`src/rtl/pcm_pkg.sv`:
```
package pcm_pkg;

  // Channel and sample store geometry
  localparam int CHAN_CNT  = 4;
  localparam int CHAN_W    = 2;
  localparam int SAMPLES   = 1024;
  localparam int ADDR_W    = $clog2(SAMPLES);

  // Field widths of the item ports
  localparam int ADDR_IN_W = 10;
  localparam int SAMPLE_W  = 8;
  localparam int LEN_W     = 11;
  localparam int GAIN_W    = 7;

  // Mixing constants
  localparam int FADE_TICKS = 4;
  localparam int FADE_SH    = $clog2(FADE_TICKS);
  localparam int FC_W       = 3;
  localparam int SUM_SHIFT  = 6;
  localparam int ACC_W      = 16;

  // Command queue between front and back
  localparam int QDEPTH = 2;
  localparam int QPTR_W = 1;

  // Command codes on the input port
  localparam logic [1:0] CMD_WRITE = 2'd0;
  localparam logic [1:0] CMD_START = 2'd1;
  localparam logic [1:0] CMD_TICK  = 2'd2;

  typedef enum logic [1:0] {
    OP_WRITE,
    OP_START,
    OP_TICK
  } op_t;

  // Classified command as queued for the back end
  typedef struct packed {
    op_t                        op;
    logic [CHAN_W-1:0]          chan;
    logic [ADDR_W-1:0]          addr;
    logic signed [SAMPLE_W-1:0] value;
    logic [ADDR_W-1:0]          last;
    logic [GAIN_W-1:0]          gain;
    logic                       loop_en;
  } cmd_t;

endpackage

```
`src/rtl/pcm_front.sv`:
```
module pcm_front (
  input  logic                                 in_valid,
  output logic                                 in_ready,
  input  logic [1:0]                           in_command,
  input  logic [pcm_pkg::CHAN_W-1:0]           in_chan,
  input  logic [pcm_pkg::ADDR_IN_W-1:0]        in_sample_addr,
  input  logic signed [pcm_pkg::SAMPLE_W-1:0]  in_sample_value,
  input  logic [pcm_pkg::LEN_W-1:0]            in_play_length,
  input  logic [pcm_pkg::GAIN_W-1:0]           in_volume,
  input  logic                                 in_loop_enable,
  input  logic                                 q_full,
  output logic                                 q_push,
  output pcm_pkg::cmd_t                        q_entry
);
  import pcm_pkg::*;

  logic keep;

  // Take an item whenever the queue has room
  assign in_ready = !q_full;

  // Decode the command (unknown codes are dropped here); payload: address is used as the
  // bank index, length becomes a last index
  always_comb begin
    keep       = 1'b1;
    q_entry.op = OP_TICK;
    case (in_command)
      CMD_WRITE: q_entry.op = OP_WRITE;
      CMD_START: q_entry.op = OP_START;
      CMD_TICK:  q_entry.op = OP_TICK;
      default:   keep = 1'b0;
    endcase
    q_entry.chan    = in_chan;
    q_entry.addr    = ADDR_W'(in_sample_addr);
    q_entry.value   = in_sample_value;
    q_entry.gain    = in_volume;
    q_entry.loop_en = in_loop_enable;
    if (in_play_length == '0) begin
      q_entry.last = '0;
    end else if (32'(in_play_length) > 32'(SAMPLES)) begin
      q_entry.last = ADDR_W'(SAMPLES - 1);
    end else begin
      q_entry.last = ADDR_W'(in_play_length - LEN_W'(1));
    end
  end

  assign q_push = in_valid && in_ready && keep;

endmodule

```
`config.mk`:
```
export PLATFORM = sky130hd
export DESIGN_NAME = pcm_front
export DESIGN_NICKNAME = d
export VERILOG_FILES = /design/src/rtl/pcm_pkg.sv /design/src/rtl/pcm_front.sv
export SDC_FILE = /design/constraint.sdc
export NUM_CORES = 1
export LEC_CHECK = 0
export BUFFER_PORTS_ARGS = -buffer_cell sky130_fd_sc_hd__buf_4
export CORE_ASPECT_RATIO = 0.75
export CORE_MARGIN = 3
export CORE_UTILIZATION = 31
export DETAILED_ROUTE_END_ITERATION = 10
export GPL_TIMING_DRIVEN = 0
export PLACE_DENSITY = 0.85
export SLEW_MARGIN = 40
export SYNTH_ARGS = -nofsm -noshare
export SYNTH_HDL_FRONTEND = slang
export SYNTH_SLANG_ARGS = --single-unit
```
`constraint.sdc`:
```
create_clock -name vclk -period 1.8
set_clock_uncertainty 0.1 [all_clocks]
set_input_delay 0.18 -clock vclk [all_inputs]
set_output_delay 0.18 -clock vclk [all_outputs]
set_load 0.1 [all_outputs]
```
; Yosys cells after proc, flatten, opt, wreduce, memory -nomap -nowiden
; Cells that the tools add are included.
[op_classes]
add_sub_neg = 1
n_lt_le_gt_ge = 1
eq_ne = 2
mux = 4
reduce_logical = 6
[op_table]
columns = op, count
row1 = $mux 10, 2
row2 = $gt 11x11->1 const B, 1
row3 = $logic_not 11->1, 1
row4 = $sub 10x1->10 const B, 1
row5 = $pmux 2 s2, 1
row6 = $reduce_or 3->1, 1
row7 = $eq 2x1->1 const B, 1
row8 = $eq 2x2->1 const B, 1
row9 = $logic_and 1x1->1, 2
row10 = $logic_not 2->1, 1
row11 = $logic_not 1->1, 1
row12 = $mux 1, 1
[word_totals]
ff_bits = 0
in_bits = 43
elab_cells = 14

; Longest topological paths before layout
[logic_depth]
depth_word = 4
ltp_mapped = 7
ltp_nobuf = 6

; Worst setup path after synthesis
; No wires, ideal clock.
[synth_timing]
kind = in2out
startpoint = in in_play_length[0] (netlist name)
endpoint = out q_entry[10] (netlist name)
arrival_ns = 3.024
slack_ns = -1.504
cell_stages = 7
n_path_buf = 1
path_cell_list = inv_1 > ha_1 > buf_6 > nor4b_2 > nand3b_1 > nor2_1 > o21ai_0
[synth_rtl]
columns = element, line_no
row1 = from (decl), pcm_front.sv:8  ; input logic [pcm_pkg::LEN_W-1:0] in_play_length,
row2 = to (decl), pcm_front.sv:13  ; output pcm_pkg::cmd_t q_entry

==> flow_metrics.py <==
metrics = {
    "routing": {
        "route.detailed.drc": 0,
        "ant_nets": 0,
        "viasPerCell": 4.80,
        "drt_iter0_markers": 21,
        "dr.pass1.iters": 4,
        "wl_mm": 2.46,
        "wl_per_cell_um": 14.7,
        "vias": 802,
    },
    "yosys": {
        "synth_area_leader_cell": "buf_4",
        "yosys-top-cells-area": "buf_4 (37%), nor2_1 (4.6%), xnor2_1 (4.6%), o21ai_0 (4.4%), nand2_1 (3.3%)",
        "mappedNetlistArea_um2": 572,
        "yosysMostFrequentCell": "buf_4",
        "syn_inst": 81,
        "syn_nets": 125,
        "synth_top_area_share_pct": 36.8,
        "avgSynthCellArea_um2": 7.06,
        "yosysUniqueCellTypes": 30,
        "netlist_top_cells_count": "buf_4 (28), nor2_1 (7), nand2_1 (5), o21ai_0 (5)",
        "yosysSeqAreaShare_pct": 0,
        "synth_warnings": 0,
    },
    "power_and_ir_drop": {
        "power_density_mw_per_mm2": 515,
        "p_leak_nw": 0.647,
        "max-vdd-ir-drop_mv": 0.386,
    },
    "min_path": {
        "worstHoldPathCells": 2,
        "holdPathEnd": "q_entry[20]",
        "hold_path.class": "primary input to output pin",
        "hold_start": "in_sample_value[2]",
    },
    "setup_path": {
        "worstPathArrival_ns": 1.66,
        "cp.required_ns": 1.52,
        "crit_path_start_kind": "primary input",
        "critical_path_class": "primary input to output pin",
        "worstPathMaxFanout": 2,
        "endpoint_kind": "output pin",
    },
    "layout": {
        "layout-drive-gt1-share_pct": 79.5,
        "final_nets": 192,
        "design.seq.count": 0,
        "diodes": 0,
        "regArea_um2": 0,
        "clkbuf_count": 0,
        "fin_cells": 167,
        "n_fill_cell": 90,
        "syn2layout_area_growth_pct": 133,
    },
    "sta": {
        "relSlewSlack_pct": 77.5,
        "setup_viol": 8,
        "tightest_slew_ns": 0.337,
        "min_period_ns": 1.94,
        "worst_slack_ns": -0.136,
        "rsz0062_at_grt": "yes",
        "fmax_mhz": 517,
        "hold_viol_final": 0,
        "drv_slew": 0,
        "fin_crit_sh_pct": 108,
    },
    "floorplan": {
        "start_util_pct": 35.6,
        "io_pins": 85,
        "die_h_um": 43.2,
        "fp.dieW_um": 55.6,
        "die_area_mm2": 0.00240,
        "rows": 12,
        "core_area_mm2": 0.00161,
    },
    "global_route": {
        "antenna_found_initial": 0,
        "grt-ovfl-total": 0,
        "grt_max_degree": 10,
        "grt_pass1_wl_mm": 3.44,
        "grt_pass1_vias": 826,
        "track_usage_pct": 17.0,
    },
    "place": {
        "dp.cells": 158,
        "place.gp.congestion": 0.718,
        "dp_slack_ns": -0.376,
        "portBuffers": 56,
        "hpwlAfterDp_mm": 1.77,
    },
    "job": {
        "cap_violations": 0,
    },
    "run_status": {
        "violations": "negative setup slack",
        "status": "finished with violations",
    },
    "cts": {
        "cts_hold_buf": 0,
    },
}
==> metal layers <==
layer	track usage, %	part of all wire, %	wire length (µm)	vias up
met5	0	0	0	-
met4	3.88	1.3	31	0
met3	0.912	6.0	147	4
met2	36.1	56	1370	45
met1	18.1	37	915	375
li1	-	-	-	378
==> cells in the final DEF (no fill, tap or decap), types with 2 or more instances in the layout <==
cell type / n
nand2_1: 3
buf_12: 7
o21ai_4: 4
nand3_1: 2
xnor2_1: 3
inv_4: 2
buf_8: 2
nor2_4: 2
buf_4: 79
buf_6: 6
clkbuf_1: 2
nand3b_1: 2
nor2_1: 6
==> worst max path at each step <==
| stage | cells past startpoint | startpoint | end | slack (ns) |
|---|---|---|---|---|
| global placement | 9 | in_play_length[0] | q_entry[10] | -0.31 |
| CTS | 6 | in_play_length[5] | q_entry[17] | -0.12 |
| global route | 6 | in_play_length[5] | q_entry[17] | -0.20 |
| finish | 6 | in_play_length[5] | q_entry[17] | -0.14 |
| floorplan | 4 | in_play_length[4] | q_entry[15] | -0.32 |
| detailed placement | 9 | in_play_length[0] | q_entry[10] | -0.38 |
==> worst max-delay path, cell delays in order <==
cell and delay (ns):
buf_6 0.10, or4_4 0.56, nor4_4 0.21, mux2i_1 0.22, and3_4 0.21, buf_12 0.17
==> repair_timing <==
action | in CTS | in global routing
pin swaps | 9 | 6
gates cloned | 0 | 0
buffers inserted | 6 | 4
endpoints found under the setup margin | 10 | 9
gates resized for setup | 38 | 5
==> layout make-up <==
cell class,instances,area (µm²),share of cell area (%)
Multi-Input combinational cell,46,439,32.9
Tap cell,21,26.3,1.97
Inverter,3,16.3,1.22
Timing Repair Buffer,66,621,46.5
Buffer,31,231,17.4
==> report_power, final <==
part / internal (mW) / leakage (nW) / switching (mW)
Combinational: 0.202 / 0.647 / 0.485
Clock: 0 / 0 / 0
Sequential: 0 / 0 / 0
Total: 0.202 / 0.647 / 0.485
==> metrics by stage <==
stage	hold WS (ns)	power, mW	setup TNS, ns	util [%]	cell area (µm²)
after floorplan	0.444	0.501	-0.665	-	642
after global placement	0.587	0.621	-2.02	67.8	1090
after detailed placement	0.587	0.627	-2.51	67.8	1090
after CTS	0.587	0.682	-0.466	80.1	1290
after global routing	0.589	0.705	-1.08	83.0	1330
final	0.587	0.688	-0.521	83.0	1330
==> logic make-up after synthesis <==
logic type	synth area share (%)
adder cells (fa/ha/maj)	2.19
multiplexers	1.75
AO/OA/AOI/OAI	13.3
buffers and inverters	44.4
AND/OR/NAND/NOR	32.2
XOR/XNOR	6.13
(Power assumes the default switching activity.)
