**config.mk**
```make
export PLATFORM = sky130hd
export DESIGN_NAME = pcm_fifo
export DESIGN_NICKNAME = d
export VERILOG_FILES = /design/src/rtl/pcm_pkg.sv /design/src/rtl/pcm_fifo.sv
export SDC_FILE = /design/constraint.sdc
export NUM_CORES = 1
export LEC_CHECK = 0
export ABC_CLOCK_PERIOD_IN_PS = 4900
export BUFFER_PORTS_ARGS = -buffer_cell sky130_fd_sc_hd__buf_2
export CORE_MARGIN = 5
export CORE_UTILIZATION = 42
export DETAILED_ROUTE_END_ITERATION = 7
export GPL_ROUTABILITY_DRIVEN = 0
export HOLD_SLACK_MARGIN = 0.1
export PLACE_DENSITY = 0.66
export SLEW_MARGIN = 10
export SYNTH_ARGS = -nofsm -noshare
export SYNTH_HDL_FRONTEND = slang
export SYNTH_SLANG_ARGS = --single-unit
```
**constraint.sdc**
```tcl
create_clock -name clk -period 4.9 [get_ports clk]
set_input_delay 0 -clock clk [delete_from_list [all_inputs] [get_ports clk]]
set_output_delay 0 -clock clk [all_outputs]
set_load 0.02 [all_outputs]
```
**src/rtl/pcm_pkg.sv**
```systemverilog
package pcm_pkg;

  // Channel and sample store geometry
  localparam int CHAN_CNT  = 4;
  localparam int CHAN_W    = 2;
  localparam int SAMPLES   = 1024;
  localparam int ADDR_W    = $clog2(SAMPLES);

  // Field widths of the item ports
  localparam int ADDR_IN_W = 10;
  localparam int SAMPLE_W  = 8;
  localparam int LEN_W     = 11;
  localparam int GAIN_W    = 7;

  // Mixing constants
  localparam int FADE_TICKS = 4;
  localparam int FADE_SH    = $clog2(FADE_TICKS);
  localparam int FC_W       = 3;
  localparam int SUM_SHIFT  = 6;
  localparam int ACC_W      = 16;

  // Command queue between front and back
  localparam int QDEPTH = 2;
  localparam int QPTR_W = 1;

  // Command codes on the input port
  localparam logic [1:0] CMD_WRITE = 2'd0;
  localparam logic [1:0] CMD_START = 2'd1;
  localparam logic [1:0] CMD_TICK  = 2'd2;

  typedef enum logic [1:0] {
    OP_WRITE,
    OP_START,
    OP_TICK
  } op_t;

  // Classified command as queued for the back end
  typedef struct packed {
    op_t                        op;
    logic [CHAN_W-1:0]          chan;
    logic [ADDR_W-1:0]          addr;
    logic signed [SAMPLE_W-1:0] value;
    logic [ADDR_W-1:0]          last;
    logic [GAIN_W-1:0]          gain;
    logic                       loop_en;
  } cmd_t;

endpackage

```
**src/rtl/pcm_fifo.sv**
```systemverilog
module pcm_fifo (
  input  logic          clk,
  input  logic          rst_n,
  input  logic          push,
  input  pcm_pkg::cmd_t din,
  output logic          full,
  input  logic          pop,
  output pcm_pkg::cmd_t dout,
  output logic          empty
);
  import pcm_pkg::*;

  cmd_t              mem_r [QDEPTH];
  logic [QPTR_W-1:0] wr_ptr_r;
  logic [QPTR_W-1:0] rd_ptr_r;
  logic [QPTR_W:0]   count_r;

  assign full  = (count_r == (QPTR_W+1)'(QDEPTH));
  assign empty = (count_r == '0);
  assign dout  = mem_r[rd_ptr_r];

  // Pointers and fill level
  always_ff @(posedge clk) begin
    if (!rst_n) begin
      wr_ptr_r <= '0;
      rd_ptr_r <= '0;
      count_r  <= '0;
    end else begin
      if (push) begin
        wr_ptr_r <= (wr_ptr_r == QPTR_W'(QDEPTH - 1)) ? '0 : wr_ptr_r + QPTR_W'(1);
      end
      if (pop) begin
        rd_ptr_r <= (rd_ptr_r == QPTR_W'(QDEPTH - 1)) ? '0 : rd_ptr_r + QPTR_W'(1);
      end
      if (push && !pop) begin
        count_r <= count_r + (QPTR_W+1)'(1);
      end else if (pop && !push) begin
        count_r <= count_r - (QPTR_W+1)'(1);
      end
    end
  end

  // Entry storage
  always_ff @(posedge clk) begin
    if (push) begin
      mem_r[wr_ptr_r] <= din;
    end
  end

endmodule

```
# After elaboration in Yosys (flattened, before gate mapping)
# Memories as Yosys holds them, arrays and structs flattened. A register that Yosys moved wholly into a read port is not among the register bits.
# Cells that the tools add are included.
[totals]
mem_count = 1
ram_bits = 80
in_bits = 44
rom_bits = 0
ff_bits = 4
latchBits = 0
[op_classes]
eq_ne = 1
n_mux = 8
n_lt_le_gt_ge = 0
shifts = 0
reduce_logical = 6
div = 0
n_addsub = 4
mul = 0
bitwise = 0
[mem_list]
columns = ["name", "words", "word_bits", "read_ports", "rd_clocked_by_memory_dff", "wr", "line", "rtl"]
rows = [
  ["mem_r", 2, 40, 1, 1, 1, "pcm_fifo.sv:13", "cmd_t mem_r [QDEPTH];"],
]
[ops]
columns = ["op", "count"]
rows = [
  ["1-bit 2-to-1 mux", 6],
  ["2-bit 2-to-1 mux", 2],
  ["1-bit adder, second input constant", 2],
  ["2-bit by 1-bit adder with 2-bit output, second input constant", 1],
  ["2-bit == test, second input constant", 1],
  ["1-bit logical AND", 2],
  ["1-bit zero test", 2],
  ["2-bit zero test", 1],
  ["2-bit nonzero test", 1],
  ["2-bit by 1-bit subtractor with 2-bit output, second input constant", 1],
]

# Longest topological paths before layout
# Gate-level depths: netlist of the first run.
[logic_depth]
depth_word = 4
mapped_depth = 5

# Worst setup path before layout of the first run
# OpenSTA, ideal clock, no wires.
[synth_path]
kind = "reg-to-reg"
start = "reg wr_ptr_r"
end = "mem mem_r[0][0] in the netlist's numbering (enable)"
path_buffers = 0
required_time_ps = 4457
setup_slack_ps = 2331
path_stages_with_launch = 2
arrival_ps = 2126
setup_ps = 443
period_less_slack_ps = 2569
path_cell_list = "dfxtp_1 > nor2b_1"
[synth_rtl]
columns = ["element", "line", "rtl"]
rows = [
  ["start, declared", "pcm_fifo.sv:14", "logic [QPTR_W-1:0] wr_ptr_r;"],
  ["start signal, assigned", "pcm_fifo.sv:30", "wr_ptr_r <= (wr_ptr_r == QPTR_W'(QDEPTH - 1)) ? '0 : wr_ptr_r + QPTR_W'(1);"],
  ["end, declared", "pcm_fifo.sv:13", ""],
]
# No word-level cell before the write port.

==> flow_metrics.tcl, run 1 <==
set metrics [dict create \
    max_freq_ghz 0.5215 \
    placed_cells 327 \
    grtUsageTotal 0.1305 \
    ys_warn_count 0 \
    areaGrowthSynthToFinish_pct 36.30 \
    fin_setup_tns_ps 0 \
    clock-sinks 85 \
    syn_nets 191 \
    ys_ff_latch 85 \
    finish.utilization 0.5841 \
    cts_setup_buffers 0 \
    crit_cells 2 \
    ys_seq_area_frac 0.8094 \
    crit_buf_inv 1 \
    post_drt_wl_per_cell_um 14.93 \
    die_h_um 95.80 \
    cts-buffers-inserted 9 \
    io_pins 86 \
    worstSetupPathType "flop to primary output" \
    coreArea_um2 7214 \
    reg2reg_depth 4 \
    fp.dieW_um 95.80 \
    row_count 31 \
    drt-initial-drc-count 45 \
    hpwl_um 3441 \
    synth_compound_area_frac 0.006475 \
    synth_xor_area_frac 0.008499 \
    rsz0062_at_grt "false" \
    grt_max_degree 42 \
    synth-simple-area-share 0.01821 \
    layout.nets 327 \
    port_buffers 85 \
    path_cells "mux2_2 -> buf_2" \
    root_buffer "clkbuf_8" \
    crit_family "flip-flops" \
    first_pass_iters 4 \
    mostFrequentLayoutCells "buf_2, edfxtp_1, dlygate4sd3_1" \
    timing.final.ws_setup_ps 2982 \
    worst_pin_slew_ps 983.8 \
    mappedNetlistArea_um2 3092 \
    fin_worst_skew_ps 7.529 \
    cp_slowest_cell "dfxtp_2" \
    synth-adder-area-share 0.004047 \
    cts_tree "built" \
    cp_max_fo 40 \
    endpoint_kind "primary output" \
    pre_cts_ws_ps 3276 \
    min_path_type "primary input to flop" \
    whs_path_depth 4 \
    dieArea_um2 9177 \
    antenna_cells 0 \
    drtAntennaViolNets 0 \
    viasPerCell 4.503 \
    synth_top_family_by_area "multiplexers" \
    synthMuxAreaShare 0.1457 \
    required_ps 4900 \
    routed_wl_um 5735 \
    fin_crit_ps 1918 \
    ctsHtreeMaxLevel 3 \
    crit_path_max_incr_delay_ps 980 \
    drc 0 \
    fin_cells 384 \
    routed-via-count 1729 \
    ys_types 16 \
    critPathLaunchType "flop" \
    leakagePower_uw 0.001603 \
    cts.clk_slew.worst_paths_ps 80 \
    grt_antenna_before_repair 0 \
    clk_path_buf_depth 2 \
    grt_pass1_wl_um 8735 \
    crit_arrival_ps 1920 \
    p_per_area_nw_per_um2 344.2 \
    status "finished, final reports clean" \
    clk_latency_ps 330 \
    avgSynthCellArea_um2 21.18 \
    mostFrequentLayoutCell "buf_2" \
    finalSetupViolCount 0 \
    ir_worst_vdd_mv 0.1414 \
    layout-drive-gt1-share 0.4947 \
    gr-total-overflow 0 \
    max_slew_margin 0.3441 \
    start_util 0.4285 \
    cap_violations 0 \
    grt_pass1_vias 1893 \
    finalCritPeriodShare 0.3913 \
    synthCells 146 \
    finalMaxSlewViolations 0 \
    finalHoldViolCount 0 \
]
[final cells by class]
| class | instances | area (µm²) |
|---|---|---|
| inverters | 1 | 3.754 |
| fillers | 599 | 3000 |
| clock buffers | 10 | 127.6 |
| flip-flops and latches | 85 | 2504 |
| clock inverters | 4 | 17.52 |
| repair buffers | 129 | 863.3 |
| multi-input cells | 56 | 574.3 |
| well taps | 99 | 123.9 |
[worst reg2reg max path: cells and delay by family (launching register included)]
family / cells / cell delay (ps)
flops: 1 / 340
compound gates: 1 / 210
buf+inv: 2 / 980
simple gates: 1 / 100
[synthesized netlist by cell type, drive strengths merged]
cell type   n  area, µm²
and2b       1      8.760
xor2        2      17.52
inv         1      3.750
nor2b       2      12.51
and2        4      25.02
nor2        1      3.750
xnor2       1      8.760
mux2       40      450.4
buf         4      20.02
edfxtp     80       2402
ha          1      12.51
dfxtp       5      100.1
o21ai       1      5.000
or3         1      6.260
o21a        1      7.510
a21boi      1      7.510
[worst paths after layout]
kind / start / endpoint / slack [ps]
setup / recovery: flop / dout[1] / 2980
hold / removal: push / count_r[1]$_SDFFE_PN0P_ / 180
setup reg to reg: wr_ptr_r$_SDFFE_PN0P_ / wr_ptr_r$_SDFFE_PN0P_ / 3220
hold reg to reg: count_r[1]$_SDFFE_PN0P_ / count_r[1]$_SDFFE_PN0P_ / 510
[what timing repair did]
item / in CTS / in global routing
hold endpoints to repair: 85 / 0
gates resized for setup: 0 / 0
hold buffers: 43 / 0
[per-layer routing]
metal  GRT usage  part of all wire  vias up
met4     0.04621             0.013        0
met3     0.04222             0.041        6
met1      0.1265              0.38      850
li1            -                 -      836
met5           0                 0        -
met2      0.2542              0.57       37
[where the power goes]
part,internal [µW],switching (µW)
clock,173,209
combinational,102,105
sequential,837,23.1
[logic make-up (layout without fill, tap and decap cells)]
| group | count (synthesis) | after routing |
|---|---|---|
| AOI/OAI and AO/OA | 3 | 3 |
| muxes | 40 | 40 |
| DFF | 85 | 85 |
| adders and majority gates | 1 | 1 |
| buffers and inverters | 5 | 144 |
| xor gates and xnor gates | 3 | 3 |
| and+or+nand+nor | 9 | 9 |
[state kept, by name (all words and copies together) (netlist names), named ones only]
signal	count
mem_r	80
count_r	2
rd_ptr_r	1
wr_ptr_r	1
[metrics by stage]
| step | total power (µW) | cell area, µm² | hold slack (ps) |
|---|---|---|---|
| global route | 1520 | 4214 | 179.7 |
| detailed placement | 1060 | 3638 | 191.6 |
| global placement | 1057 | 3638 | 188.2 |
| finish | 1451 | 4214 | 177.2 |
| floorplan | 987.3 | 3092 | 98.87 |
| CTS | 1469 | 4214 | 165.1 |
Power figures use the tool's default switching activity.
==> run 2: changes to the inputs <==
Settings changed: ABC_CLOCK_PERIOD_IN_PS 4900 to 1730, PLACE_DENSITY 0.66 to 0.69.
Clock period 4.9 ns to 1.73 ns, I/O delays scaled along.
==> run 2 against run 1 <==
  * Non-clock buffer count is 5 higher
  * Highest routed layer unchanged
  * Global-route usage down 0.17 points
  * Power rose to 3.1 times the previous value
  * Critical path type unchanged
  * Setup slack lost 2800 ps
==> flow_metrics.tcl, run 2 (synthesis gave the netlist of run 1 again) <==
set metrics [dict create \
    status "finished, final reports clean" \
    worstSetupPathType "flop to primary output" \
    dieArea_um2 9177 \
    top_register "mem_r" \
    mostFrequentLayoutCells "buf_2, edfxtp_1, dlygate4sd3_1" \
    drc 0 \
    fin_crit_ps 1516 \
    layout.nets 332 \
    drt-initial-drc-count 60 \
    post_cts_resized 0 \
    crit_arrival_ps 1520 \
    reg.largest.list "mem_r: 80 flops, count_r: 2 flops" \
    gr-total-overflow 0 \
    min_path_type "primary input to flop" \
    max_freq_ghz 0.6595 \
    finalMaxSlewViolations 0 \
    p_per_area_nw_per_um2 1033 \
    cts.clk_slew.worst_paths_ps 80 \
    critPathLaunchType "flop" \
    post_drt_wl_per_cell_um 14.31 \
    areaGrowthSynthToFinish_pct 39.42 \
    grt_pass1_vias 1864 \
    port_buffers 85 \
    fp.dieW_um 95.80 \
    clock-sinks 85 \
    viasPerCell 4.492 \
    drtAntennaViolNets 0 \
    layout-drive-gt1-share 0.5086 \
    routed_wl_um 5580 \
    leakagePower_uw 0.001651 \
    cap_violations 0 \
    grtUsageTotal 0.1288 \
    first_pass_iters 4 \
    required_ps 1730 \
    finalHoldViolCount 0 \
    ctsHtreeMaxLevel 3 \
    antenna_cells 0 \
    root_buffer "clkbuf_8" \
    finalCritPeriodShare 0.8765 \
    max_slew_margin 0.7882 \
    cts-buffers-inserted 9 \
    endpoint_kind "primary output" \
    hold_slack_ps 379.7 \
    mostFrequentLayoutCell "buf_2" \
    finalSetupViolCount 0 \
    worst_pin_slew_ps 317.7 \
    rsz0062_at_grt "false" \
    grt_max_degree 25 \
    row_count 31 \
    cts_setup_buffers 0 \
    coreArea_um2 7214 \
    clk_path_buf_depth 2 \
    ir_worst_vdd_mv 0.6097 \
    io_pins 86 \
    grt_antenna_before_repair 0 \
    cp_max_fo 24 \
    placed_cells 332 \
    routed-via-count 1752 \
    grt_pass1_wl_um 8728 \
    largest_register_ffs 80 \
    fin_worst_skew_ps 6.636 \
    cts_tree "built" \
    fin_cells 390 \
    die_h_um 95.80 \
    hpwl_um 3727 \
    start_util 0.4285 \
    clk_latency_ps 340 \
]
run 2: cell types whose count changed in the layout (fill, tap and decap cells not counted), sizes merged:
cell and change:
bufinv +2, clkinv -2, clkinvlp +1, buf +5
run 2: routing by layer:
metal,track usage,up-vias,wire length [µm]
li1,-,846,-
met1,0.1409,845,2095
met2,0.2293,51,3082
met3,0.02424,10,272
met4,0.07938,0,131
met5,0,-,0
run 2: per-stage QoR:
stage | util | cell area (µm²) | setup WS (ps) | TNS, ps | total power, µW
finish | 0.5975 | 4310 | 213.6 | 0 | 4451
global route | 0.5975 | 4310 | 115.4 | 0 | 4640
CTS | 0.5975 | 4310 | 170.9 | 0 | 4509
detailed placement | 0.5095 | 3676 | 554.4 | 0 | 3013
global placement | 0.5095 | 3676 | 549.0 | 0 | 3000
floorplan | - | 3099 | -31.36 | -1255 | 2796
run 2: path summary, 6_finish.rpt:
path / startpoint / endpoint / slack [ps] / cells after the start
max: flop / dout[16] / 210 / 3
min reg2reg: count_r[1]$_SDFFE_PN0P_ / count_r[1]$_SDFFE_PN0P_ / 510 / 2
max reg2reg: wr_ptr_r$_SDFFE_PN0P_ / mem_r[1][3]$_DFFE_PP_ / 570 / 2
min: din[32] / mem_r[1][32]$_DFFE_PP_ / 380 / 2
run 2: critical path, cell delays in order (launching register included):
cell     delay (ps)
dfxtp_2         330
buf_4           300
mux2_2          390
buf_2           160
run 2: repair_timing:
action / in CTS / in global routing
hold buffers: 43 / 0
hold endpoints to repair: 85 / 0
endpoints found under the setup margin: 0 / 0
run 2: layout make-up:
cell class,instances,area (µm²)
Inverter,1,3.754
Sequential cell,85,2504
Clock buffer,10,127.6
Tap cell,99,123.9
Clock inverter,5,76.32
Multi-Input combinational cell,56,574.3
Fill cell,595,2904
Timing Repair Buffer,134,900.9
run 2: power breakdown:
| part | total, µW | internal (µW) | switching, µW | leakage, µW |
|---|---|---|---|---|
| sequential | 2400 | 2370 | 29.8 | 0.000793 |
| clock | 1420 | 798 | 623 | 0.0000998 |
| combinational | 630 | 299 | 331 | 0.000758 |
==> run 3: changes to the inputs <==
==> constraint.sdc (replaced) <==
create_clock -name clk -period 1.73 [get_ports clk]
set_input_delay 0 -clock clk [delete_from_list [all_inputs] [get_ports clk]]
set_output_delay 0 -clock clk [all_outputs]
set_load 0.005 [all_outputs]
==> run 3 against run 2 <==
  * Clock skew grew 1.7 ps
  * Die area unchanged
  * Cell area is 0.49% lower
  * Cell count rose by 0.26%
  * Clock-buffer cell count rose by 1
  * Critical path type unchanged
  * Critical endpoint is now dout[20]
  * Largest cell class unchanged
==> flow_metrics.tcl, run 3 (synthesis gave the netlist of run 1 again) <==
set metrics [dict create \
    io_pins 86 \
    ir_worst_vdd_mv 0.4639 \
    routed-via-count 1753 \
    status "finished, final reports clean" \
    routed_wl_um 5672 \
    cap_violations 0 \
    hold_slack_ps 377.2 \
    finalHoldViolCount 0 \
    finalPower_uw 4204 \
    highest_layer "met4" \
    layout.nets 332 \
    rsz0062_at_grt "false" \
    post_drt_wl_per_cell_um 14.51 \
    largest_register_ffs 80 \
    clock-sinks 85 \
    finalCritPeriodShare 0.8739 \
    fin_crit_ps 1512 \
    grt_max_degree 26 \
    grtUsageTotal 0.1296 \
    die_h_um 95.80 \
    post_cts_resized 0 \
    ctsHoldBuffers 43 \
    first_pass_iters 4 \
    ctsHtreeMaxLevel 3 \
    grt_pass1_wl_um 8721 \
    finish.utilization 0.5945 \
    max_slew_margin 0.7704 \
    clk_latency_ps 340 \
    fin_setup_tns_ps 0 \
    worstSetupPathType "flop to primary output" \
    start_util 0.4285 \
    areaGrowthSynthToFinish_pct 38.73 \
    finalMaxSlewViolations 0 \
    nFillCells 548 \
    seqCellArea_um2 2504 \
    wl_met1_um 2079 \
    top_register "mem_r" \
    dpl-instance-area_um2 3676 \
    hpwl_um 3680 \
    coreArea_um2 7214 \
    rrSetupSlack_ps 550 \
    critPathLaunchType "flop" \
    cts_tree "built" \
    cts_setup_buffers 0 \
    drt-initial-drc-count 51 \
    grt_pass1_vias 1878 \
    root_buffer "clkbuf_8" \
    p_per_area_nw_per_um2 980.2 \
    min_path_type "primary input to flop" \
    multi_input_area_um2 574.3 \
    fin_worst_skew_ps 8.312 \
    port_buffers 85 \
    wl_met2_um 3210 \
    row_count 31 \
    drc 0 \
    cts.clk_slew.worst_paths_ps 80 \
    cts-buffers-inserted 9 \
    layout-drive-gt1-share 0.5068 \
    max_freq_ghz 0.6614 \
    antenna_cells 0 \
    required_ps 1730 \
    worst_pin_slew_ps 344.4 \
    mostFrequentLayoutCell "buf_2" \
    grt_antenna_before_repair 0 \
    endpoint_kind "primary output" \
    finalSetupViolCount 0 \
    mostFrequentLayoutCells "buf_2, edfxtp_1, dlygate4sd3_1" \
    crit_arrival_ps 1510 \
    leakagePower_uw 0.001642 \
    stdcell_area_um2 4289 \
    dieArea_um2 9177 \
    reg.largest.list "mem_r: 80 flops, count_r: 2 flops" \
    viasPerCell 4.483 \
    route.met3.wl_um 253 \
    fp.dieW_um 95.80 \
    cp_max_fo 25 \
    clk_path_buf_depth 2 \
    drtAntennaViolNets 0 \
    gr-total-overflow 0 \
]
[run 3: changes by cell type in the layout (fill, tap and decap cells not counted)]
cell       before  now
clkinv_2        1    2
bufinv_16       2    1
clkbuf_1        1    2
[run 3: metrics by stage]
stage               setup WS [ps]  instances
finish                      218.2        391
detailed placement          556.5        332
global placement            569.4        332
global route                144.4        391
floorplan                  -31.36        146
CTS                         188.4        391
[run 3: worst paths after layout]
| check | start | end | depth (start not counted) |
|---|---|---|---|
| setup reg to reg | wr_ptr_r$_SDFFE_PN0P_ | mem_r[1][25]$_DFFE_PP_ | 2 |
| hold / removal | din[8] | mem_r[0][8]$_DFFE_PP_ | 2 |
| setup / recovery | flop | dout[20] | 3 |
| hold reg to reg | count_r[1]$_SDFFE_PN0P_ | count_r[1]$_SDFFE_PN0P_ | 2 |
[run 3: worst max-delay path, cell delays in order (launching register included)]
cell and delay, ps:
dfxtp_2 330, buf_4 310, mux2_2 390, buf_2 130
[run 3: where the power goes]
part	switching (µW)	internal (µW)	total, µW
sequential	30.5	2370	2400
combinational	214	296	510
clock	636	658	1290
[run 3: final cells by class]
cell class,count,area share
flip-flops and latches,85,0.5837
repair buffers,134,0.2100
multi-input cells,56,0.1339
clock buffers,11,0.03063
well taps,99,0.02888
clock inverters,5,0.01196
inverters,1,0.0008751
[run 3: layer usage]
metal,vias up,track usage
met5,-,0
met4,0,0.07464
met3,11,0.02815
met2,39,0.2397
met1,855,0.1335
li1,848,-
